File: src/design/bir_pkg.sv
// Shared types and constants of the bilinear image scaler.
package bir_pkg;

  localparam int APB_ADDR_W = 5;
  localparam int COORD_W    = 12;
  localparam int CH_W       = 8;
  localparam int PIX_W      = 3 * CH_W;
  localparam int SRC_REG_W  = 9;
  localparam int DST_REG_W  = 13;
  localparam int IDX_W      = SRC_REG_W;
  // (2*pos+1)*src, a 13-bit odd number times a 9-bit size
  localparam int A_W        = COORD_W + 1 + SRC_REG_W;
  localparam int FRAC_PAD   = 15;
  localparam int DIV_W      = A_W + FRAC_PAD;
  localparam int FRAC_W     = 16;
  localparam int WT_W       = 2 * FRAC_W + 1;
  localparam int HALF_Q16   = 32768;
  localparam int ONE_Q16    = 65536;

  typedef enum logic [2:0] {
    REG_SRC_WIDTH,
    REG_SRC_HEIGHT,
    REG_DST_WIDTH,
    REG_DST_HEIGHT,
    REG_INTERP_MODE
  } reg_idx_t;

  localparam logic MODE_NEAREST = 1'b0;
  localparam logic ACT_LOAD     = 1'b0;

  // Item data that rides along the pipeline
  typedef struct packed {
    logic               query;
    logic [COORD_W-1:0] col;
    logic [COORD_W-1:0] row;
    logic [PIX_W-1:0]   pix;
  } sb_t;

  // Neighbor indices and fraction along one axis
  typedef struct packed {
    logic [IDX_W-1:0]  a;
    logic [IDX_W-1:0]  b;
    logic [FRAC_W-1:0] f;
  } axis_t;

endpackage

File: src/design/bir_blend_lane.sv
// One color channel: weighted sum of four neighbors, round and saturate.
module bir_blend_lane (
  input  logic                                    clk,
  input  logic                                    en,
  input  logic [3:0][bir_pkg::CH_W-1:0]           pix_i,
  input  logic [3:0][bir_pkg::WT_W-1:0]           wt_i,
  output logic [bir_pkg::CH_W-1:0]                ch_o
);
  import bir_pkg::*;

  localparam int PROD_W = CH_W + WT_W;
  localparam int SUM_W  = PROD_W + 2;

  logic [PROD_W-1:0] prod_r [4];
  logic [SUM_W-1:0]  sum;
  logic [SUM_W-33:0] val;

  always_ff @(posedge clk) begin
    if (en) begin
      for (int k = 0; k < 4; k++) begin
        prod_r[k] <= PROD_W'(pix_i[k]) * PROD_W'(wt_i[k]);
      end
    end
  end

  always_comb begin
    sum = SUM_W'(prod_r[0]) + SUM_W'(prod_r[1]) + SUM_W'(prod_r[2]) +
          SUM_W'(prod_r[3]) + (SUM_W'(1) << 31);
    val = sum[SUM_W-1:32];
    ch_o = (val > (SUM_W-32)'(255)) ? {CH_W{1'b1}} : val[CH_W-1:0];
  end

endmodule

File: config.mk
export PLATFORM = sky130hd
export DESIGN_NAME = bir_blend_lane
export DESIGN_NICKNAME = d
export VERILOG_FILES = /design/src/design/bir_pkg.sv /design/src/design/bir_blend_lane.sv
export SDC_FILE = /design/constraint.sdc
export NUM_CORES = 2
export LEC_CHECK = 0
export BUFFER_PORTS_ARGS = -buffer_cell sky130_fd_sc_hd__buf_2
export CAP_MARGIN = 30
export CELL_PAD_IN_SITES_DETAIL_PLACEMENT = 0
export CELL_PAD_IN_SITES_GLOBAL_PLACEMENT = 1
export CORE_MARGIN = 4
export CORE_UTILIZATION = 46
export CTS_CLUSTER_SIZE = 14
export DETAILED_ROUTE_END_ITERATION = 10
export PLACE_DENSITY_LB_ADDON = 0.15
export SYNTH_ARGS = -nofsm -noshare
export SYNTH_HDL_FRONTEND = slang
export SYNTH_SLANG_ARGS = --single-unit
File: constraint.sdc
create_clock -name clk -period 8.1 [get_ports clk]
set_clock_uncertainty 0.05 [all_clocks]
set_input_delay 0.81 -clock clk [delete_from_list [all_inputs] [get_ports clk]]
set_output_delay 0.81 -clock clk [all_outputs]
set_load 0.03 [all_outputs]
Yosys cells after proc, flatten, opt, wreduce, memory -nomap -nowiden
Memories as Yosys holds them, arrays and structs flattened. Index checks and enable logic that the tools add are counted.

Bits in registers: 0. RAM bits: 164. Input port bits: 166. Output and inout port bits: 8. Logic and storage cells: 13. Memories: 1.

Memory list: prod_r (words 4, width 41, rd ports 4, clocked after memory_dff 0, wr ports 4, RTL line bir_blend_lane.sv:14) `logic [PROD_W-1:0] prod_r [4];`.

Add/subtract/negate cells: 4. Multiply operators: 4. $lt $le $gt $ge: 1. Multiplexer cells: 3.

Operator list (number): multiplier 8 x 33 -> 41 bit (4); adder 42 x 41 -> 43 bit (1); adder 43 x 32 -> 43 bit, second input constant (1); adder 43 x 41 -> 43 bit (1); adder 41 x 41 -> 42 bit (1); greater-than comparator 11 x 8 -> 1 bit, second input constant (1); 2-to-1 mux 8 bit (1); 2-to-1 mux 1 bit (2).

Longest topological paths before layout
Depth in word-level cells: 6. Mapped depth: 22. Gate-level depth less buffers: 20.

Least setup slack after synthesis
No wires, ideal clock.

Path kind: in2reg. Start: input port pix_i[2] (netlist name). End: memory prod_r[0][27] (netlist name) (data pin). Library setup time: 0.259 ns. Arrival: 5.422 ns. Required time: 7.791 ns. Path slack: 2.369 ns. Cell stages on the path: 19. Path buffers: 1. Cell sequence: clkbuf_1 and2_1 fa_1 fa_1 fa_1 inv_1 fa_1 inv_1 ha_1 a211oi_2 o2bb2ai_1 nor2b_1 nand4b_1 a21oi_1 a2111oi_2 nor3_1 a2111o_1 a21oi_1 xnor2_1.

RTL lines: start, declared (RTL line bir_blend_lane.sv:5) `input logic [3:0][bir_pkg::CH_W-1:0] pix_i,`; end, declared (RTL line bir_blend_lane.sv:14).

==> flow_metrics.tcl <==
set metrics [dict create \
    setup_tns_ps 0 \
    cts-htree-levels 4 \
    largest_register "prod_r" \
    crit_type "flip-flop to output port" \
    drt-pass1-iter-count 5 \
    grt_setup_unrepaired "false" \
    hpwl_mm 80.39 \
    ys.flop_type "edfxtp_1" \
    grt_max_degree 82 \
    synthCells 4357 \
    dp_slack_ps 1410 \
    postPlaceCellArea_um2 43030 \
    wl_per_cell_um 17.51 \
    grt.met1_usage 0.3114 \
    grt_pass1_vias 30713 \
    hold_violations 0 \
    ys_types 73 \
    final_common_cell "inv_1" \
    use_met2 0.3678 \
    cp.required_ps 7240 \
    min_period_ps 6463 \
    gp_congestion 0.8453 \
    syn_area_um2 41080 \
    postCtsHoldBufs 0 \
    num_vias 28776 \
    viasPerCell 5.118 \
    cts_tree "yes" \
    synth_area_per_cell_um2 9.428 \
    gr-usage-all-layers 0.2193 \
    nets 5755 \
    fin_ws_ps 1637 \
    drive_above_1_share 0.05231 \
    hp-class "input port to flip-flop" \
    cp-end-kind "output port" \
    whs_ps 760.7 \
    arrival_ps 5600 \
    wirelength_mm 98.48 \
    fmax_ghz 0.1547 \
    synth_edf_count 164 \
    ys_async_sr_fraction 0 \
    largestRegisters "prod_r x164" \
    die_x_um 306.8 \
    cts.sinks 164 \
    ant_nets 0 \
    status "complete, no violations" \
    antenna_found_initial 8 \
    final_cell_area_um2 43610 \
    tightestPinTransition_ps 796.4 \
    route.detailed.drc 0 \
    die-height_um 306.8 \
    top_usage_layer "met2" \
    worstPathMaxFanout 8 \
    slew_violations 0 \
    setup_viol_count_final 0 \
    cts_root_buffer "clkbuf_16" \
    largest_reg_flops 164 \
    drt_iter0_drc 1311 \
    area_growth_pct 6.159 \
    start_kind "flip-flop" \
    use_met3 0.02466 \
    overflow 0 \
    maxSlewHeadroom 0.4690 \
    yosysTopAreaCell "fa_1" \
    ys_warn_count 0 \
    die_area_um2 94150 \
    path_clk_slew_ps 70 \
    yosysSeqAreaShare 0.1199 \
    fp-row-count 109 \
    fin_crit_sh 0.7980 \
    cts_buffers 17 \
    cts_resized 0 \
    grt_pass1_wl_mm 165.4 \
    synth.top_cell.area_share 0.4020 \
    final_cell_mix "929 x inv_1, 825 x fa_1, 692 x and2_1, 431 x nand2_1, 323 x ha_1" \
    drv_cap 0 \
    post_cts_buffers 0 \
    start_util 0.4641 \
    synth_area_leaders "fa_1 40%, edfxtp_1 12%, and2_1 11%, ha_1 9.8%, inv_1 8.5%" \
    clock_path_buffers 2 \
    io_pins 174 \
    core-area_um2 88510 \
    io_buffers 173 \
    syn_nets 5671 \
    synth-seq-cells 164 \
]
==> path summary, 6_finish.rpt <==
check	start	end	slack [ps]	cells past startpoint
worst min-delay path	wt_i[33]	prod_r[1][0]	760	2
worst max-delay path	prod_r[0][13]	ch_o[1]	1640	17
==> logic make-up after synthesis <==
logic type | count (synthesis) | synth area share
XOR/XNOR | 131 | 0.02793
AND/OR/NAND/NOR | 1414 | 0.1817
multiplexers | 4 | 0.0009747
AO/OA/AOI/OAI | 457 | 0.07414
adder cells (fa/ha/maj) | 1148 | 0.5004
buffers and inverters | 1039 | 0.09497
flip-flops | 164 | 0.1199
==> synthesized netlist by cell type (all sizes together) (5+ instances only) <==
cell	n
o21a	22
nor3	24
a211o	5
and2	692
fa	825
and3	22
nand3	25
a211oi	22
nand2b	25
clkbuf	106
inv	929
xor2	32
a21o	80
nor2	111
o211ai	12
a21oi	135
o21ai	81
nor2b	24
and4	7
or2	15
ha	323
edfxtp	164
o31ai	9
nand2	431
a21boi	7
o21bai	17
nand4	16
a2111oi	6
a31oi	17
xnor2	99
a221oi	8
or3	9
==> critical path, stage by stage, from the launching register on <==
cell,delay [ps]
edfxtp_1,330
inv_1,90
fa_1,550
inv_1,50
fa_1,430
ha_1,290
ha_1,310
a21o_1,190
a221oi_1,280
o21ai_0,230
o21ai_1,330
a21boi_1,190
a311o_1,450
a211o_1,300
a211o_1,300
a21oi_4,260
nand3_1,300
buf_2,280
==> area by class of cell <==
cell class / count / area [µm²]
clock buffer: 18 / 429.2
fill: 8476 / 44900
tap: 1165 / 1458
clock inverter: 14 / 140.1
inverter: 929 / 3487
timing repair buffer: 175 / 907.1
multi-input combinational: 3154 / 32250
antenna: 4 / 10.01
sequential: 164 / 4925
==> per-layer routing <==
metal	wire, µm	part of all wire	vias to the layer above
met4	1895	0.019	6
met1	45310	0.46	14703
met5	24	0.00024	-
met2	47610	0.48	468
li1	-	-	13523
met3	3635	0.037	76
==> through the flow <==
step | std cells | utilization
final | 5623 | 0.4927
after global routing | 5620 | 0.4926
after CTS | 5619 | 0.4926
after detailed placement | 5587 | 0.4862
after global placement | 5586 | 0.4858
after floorplan | 4357 | -
Power is not shown: default switching activity piles up to over one toggle a cycle in this logic, so the estimate is an artifact.
