<file path="config.mk">
export PLATFORM = sky130hd
export DESIGN_NAME = bir_div_lane
export DESIGN_NICKNAME = d
export VERILOG_FILES = /design/src/design/bir_div_lane.sv
export SDC_FILE = /design/constraint.sdc
export NUM_CORES = 2
export LEC_CHECK = 0
export BUFFER_PORTS_ARGS = -buffer_cell sky130_fd_sc_hd__buf_4
export CORE_MARGIN = 10
export CORE_UTILIZATION = 45
export CTS_BUF_LIST = sky130_fd_sc_hd__clkbuf_2 sky130_fd_sc_hd__clkbuf_4 sky130_fd_sc_hd__clkbuf_8
export DETAILED_ROUTE_END_ITERATION = 8
export PLACE_DENSITY = 0.58
export SYNTH_ARGS = -nofsm -noshare
export SYNTH_HDL_FRONTEND = slang
export SYNTH_SLANG_ARGS = --single-unit
</file>
<file path="constraint.sdc">
create_clock -name clk -period 5.2 [get_ports clk]
set_clock_uncertainty 0.15 [all_clocks]
set_input_delay 1.56 -clock clk [delete_from_list [all_inputs] [get_ports clk]]
set_output_delay 1.56 -clock clk [all_outputs]
set_load 0.02 [all_outputs]
</file>
<file path="src/design/bir_div_lane.sv">
// Pipelined restoring divider, one quotient bit per stage.
module bir_div_lane #(
  parameter int NUM_W = 37,
  parameter int DEN_W = 13
) (
  input  logic             clk,
  input  logic             en,
  input  logic [NUM_W-1:0] num_i,
  input  logic [DEN_W-1:0] den_i,
  output logic [NUM_W-1:0] quo_o
);

  logic [DEN_W-1:0] rem_r [NUM_W];
  logic [NUM_W-1:0] num_r [NUM_W];
  logic [NUM_W-1:0] quo_r [NUM_W];

  for (genvar k = 0; k < NUM_W; k++) begin : g_stage
    logic [DEN_W-1:0] rem_in;
    logic [NUM_W-1:0] num_in;
    logic [NUM_W-1:0] quo_in;
    logic [DEN_W:0]   trial;
    logic             ge;

    if (k == 0) begin : g_first
      assign rem_in = '0;
      assign num_in = num_i;
      assign quo_in = '0;
    end else begin : g_next
      assign rem_in = rem_r[k-1];
      assign num_in = num_r[k-1];
      assign quo_in = quo_r[k-1];
    end

    assign trial = {rem_in, num_in[NUM_W-1]};
    assign ge    = trial >= {1'b0, den_i};

    always_ff @(posedge clk) begin
      if (en) begin
        rem_r[k] <= ge ? DEN_W'(trial - {1'b0, den_i}) : trial[DEN_W-1:0];
        num_r[k] <= {num_in[NUM_W-2:0], 1'b0};
        quo_r[k] <= {quo_in[NUM_W-2:0], ge};
      end
    end
  end

  assign quo_o = quo_r[NUM_W-1];

endmodule

</file>
# After elaboration in Yosys (flattened, before gate mapping)

Memories as Yosys holds them, arrays and structs flattened.
Index checks and enable logic that the tools add are counted.
W data, S select, Z words.

Memories: 3
Input bits: 52
RAM bits: 3,182
Output and inout port bits: 37
Logic and storage cells: 116
Register bits: 0

Magnitude comparators: 37
Add/subtract/negate cells: 37
Multiplexer cells: 39

Memories:

| memory | depth | bits a word | rd ports | clocked after memory_dff | write ports | RTL line | text |
|---|---|---|---|---|---|---|---|
| quo_r  | 37    | 37          | 37       | 0                        | 37          | 15       | `logic [NUM_W-1:0] quo_r [NUM_W];` |
| num_r  | 37    | 36          | 36       | 0                        | 37          | 14       | `logic [NUM_W-1:0] num_r [NUM_W];` |
| rem_r  | 37    | 13          | 36       | 0                        | 37          | 13       | `logic [DEN_W-1:0] rem_r [NUM_W];` |

Operators with widths:

| cell             | count |
|---|---|
| $ge A14 B13 Y1   | 36 |
| $mux W13         | 37 |
| $sub A13 B13 Y13 | 36 |
| $ge A1 B13 Y1    | 1 |
| $sub A1 B13 Y13  | 1 |
| $mux W1          | 2 |

# Longest topological paths before layout

An unclocked memory read counts as a cell.

Depth in word-level cells: 3
Depth in mapped cells: 11
Gate-level depth less buffers: 10

# Least setup slack after synthesis

Ideal clock, no wire load.

Kind: input-to-reg
Start point: in den_i[2]
End point: mem rem_r[29][5] (netlist: rem_r[7][18]), data pin
Path slack: 0.295 ns
Buffers on the path: 1
Arrival: 4.495 ns
Setup time: 0.260 ns
Data required time: 4.790 ns
Stages on the path: 10
Path through: inv_1 > ha_1 > nor2b_4 > o31ai_4 > a21oi_2 > a311oi_2 > a21oi_2 > a2111oi_4 > buf_6 > mux2_4

RTL lines:

| item               | RTL line | text |
|---|---|---|
| start: declaration | 9        | `input logic [DEN_W-1:0] den_i,` |
| end: declaration   | 13       |  |

==> impl_results.md <==
- Outcome: completed
- Cells after Synth: 5261
- Share of the synthesized area in the top cell type: 0.671
- Max Freq: 248 MHz
- Syn nets: 5818
- Top-count cell post-synth: edfxtp_1
- Switching share of total power: 0.309
- Reg clk slew, reported paths: 50 ps
- Logic gate share of total power: 0.356
- Clock Sinks: 1837
- Top Ports: 89
- Critical path launch point type: input port
- Post-Syn Area per Cell: 15.6 µm²
- #FFs+latches synth: 1837
- Sequential fraction of the synthesis area: 0.671
- Routed vias/inst: 5.29
- Fin crit share: 0.776
- Crit. End Element: flip-flop
- Detail Route Antenna Nets: 0
- Hold buffers post-CTS: 0
- Post-CTS Resized: 0
- Required time of the critical path: 5780 ps
- Critical path type: in -> reg
- Ys flop type: edfxtp_1
- R2r endpoint: rem_r[4][18]$_DFFE_PP_
- Clk pwr share: 0.236
- Largest net degree at the start of global routing: 138
- Max-Cap Viols: 0
- Worst-skew pair later-pin latency: 1040 ps
- Post-CTS Setup Bufs: 0
- Final Core Density: 0.514
- Clock buffer depth: 4
- Die height: 447 µm
- Hpwl dp: 97200 µm
- Die area: 0.200 mm²
- Register share of total power: 0.408
- Inserted Clock Buffers: 326
- Cell Area, Synth: 0.0822 mm²
- Detailed Route Iter0 Violations: 2765
- Cell Pwr Density: 571 mW/mm²
- Nets@finish: 6332
- Non-Filler Instances: 8365
- Final-report max-slew violation count: 0
- Wire per inst: 18.2 µm
- Cell taking the most area after synthesis: edfxtp_1
- Total global routing overflow: 0
- Drt total wl: 152000 µm
- PortBufs: 88
- Top cells by area, synth: edfxtp_1 (67%), ha_1 (7.2%), mux2_2 (4.9%), xnor2_1 (1.9%), a21oi_1 (1.3%)
- Internal: 36.8 mW
- Residual DRC count: 0
- CP arrival: 4610 ps
- Min cycle time layout: 4040 ps
- Reg2reg setup slack: 1910 ps
- CTS tree: yes
- Placed cell count: 7817
- Worst Tran Pin Value: 879 ps
- Total GRT Usage: 0.151
- First-pass GRT wire length: 243000 µm
- Post-synthesis cell type count: 79
- Static Leak: 34.6 nW
- Layout cells sized above 1: 0.192
- RSZ-0062 raised after global routing: no
- Synth async-reset ratio: 0
- Reg-to-Reg Start: num_r[4][35]$_DFFE_PP_
- Area growth, synth to finish: 13.4%
- Worst hold path type: reg -> reg
- Initial antenna violation count: 4
- Maximum VDD drop: 0.444 mV
- Initial Util: 0.454
- Crit path from: den_i[6]
- Vias in the first global route: 44900
- Htree depth: 5
- Worst reg-to-reg path cell count: 11
- Slew HR: 0.414
- Die Wd: 447 µm
- Root Buffer: clkbuf_8
- Syn. warnings: 0
- Final hold vios: 0
- Sw Pwr: 16.4 mW
- Number of synthesized flops with an enable pin: 1837
- First drt pass iteration count: 7
- Via count: 44300
- Row count: 156
- Hold_ws: 217 ps
- Setup_tns: 0 ps
- Placer congestion estimate: 0.866
- CP Capture Point: rem_r[2][37]$_DFFE_PP_
- Setup violators final: 0
- Crit-path max FO: 8
- Post-synth top cells: edfxtp_1 (1837), ha_1 (470), mux2_2 (361)
- Core area: 0.181 mm²
layout by cell type, fill, tap and decap left out, drive strengths merged, types with 34 or more instances in the layout:
master,n
a211oi,50
a21o,129
a21oi,223
and2,35
and3,34
buf,239
clkbuf,423
clkinv,102
edfxtp,1837
fa,35
ha,470
inv,185
mux2,368
mux2i,94
nand2,189
nand2b,42
nand3,50
nand4,61
nor2,209
nor2b,94
nor3,110
o21a,93
o21ai,211
o31ai,39
xnor2,179
xor2,121
layout make-up:
class                   instances  area, µm²
repair buffers                239       2340
clock inverters               119        767
clock buffers                 423       5250
diodes                          6       15.0
multi-input cells            3187      26000
fillers                     15000      88000
well taps                    2370       2970
inverters                     184        691
flip-flops and latches       1837      55200
sequential cells by signal, summed over array words and instances (netlist names):
register / count
quo_r: 703
num_r: 666
rem_r: 468
layer usage:
metal,vias up,track usage,routed length [µm],part of all wire
met1,21500,0.205,70300,0.46
li1,21700,-,-,-
met5,-,0,0,0
met3,294,0.0290,6090,0.040
met2,795,0.244,71800,0.47
met4,0,0.0538,3770,0.025
critical path: stages:
cell	delay [ps]
buf_4	110
inv_1	630
buf_4	350
ha_1	330
a21oi_1	230
or4b_1	480
a221o_1	350
o31ai_2	210
xnor2_1	90
mux2_2	260
worst min path at each step:
| stage | from | to | slack (ps) | cells past startpoint |
|---|---|---|---|---|
| 6_report | quo_r[4][93]$_DFFE_PP_ | quo_r[4][131]$_DFFE_PP_ | 220 | 0 |
| 3_5_place_dp | num_r[0][81]$_DFFE_PP_ | num_r[0][118]$_DFFE_PP_ | 250 | 0 |
| 5_1_grt | num_r[4][70]$_DFFE_PP_ | num_r[4][107]$_DFFE_PP_ | 220 | 0 |
| 4_1_cts | quo_r[4][93]$_DFFE_PP_ | quo_r[4][131]$_DFFE_PP_ | 220 | 0 |
| 3_3_place_gp | quo_r[2][154]$_DFFE_PP_ | quo_r[2][192]$_DFFE_PP_ | 250 | 0 |
| 2_1_floorplan | num_r[0][63]$_DFFE_PP_ | num_r[0][100]$_DFFE_PP_ | 250 | 0 |
stage by stage:
stage	instance area (µm²)	total power, mW	setup slack (ps)
2_1_floorplan	82200	36.1	295
3_3_place_gp	87100	40.6	168
3_5_place_dp	87100	40.8	120
4_1_cts	93200	53.9	1250
5_1_grt	93200	56.9	1110
6_report	93200	53.2	1160
power by group through the flow:
stage	sequential, mW	clock [mW]	combinational [mW]
floorplan	21.2	0	14.9
global route	21.9	13.8	21.2
detailed placement	22.0	0	18.8
finish	21.7	12.5	18.9
global placement	22.0	0	18.5
CTS	21.7	13.1	19.0
cell families (layout without fill, tap and decap cells):
group,Yosys count,after routing,share of synthesized area
DFF,1837,1837,0.671
AOI/OAI and AO/OA,1002,1002,0.0839
and+or+nand+nor,918,918,0.0581
adders and majority gates,505,505,0.0801
muxes,462,462,0.0622
xor gates and xnor gates,300,300,0.0320
buffers and inverters,237,965,0.0124
other,0,6,0
No activity file was read; power rests on OpenSTA's default activity.
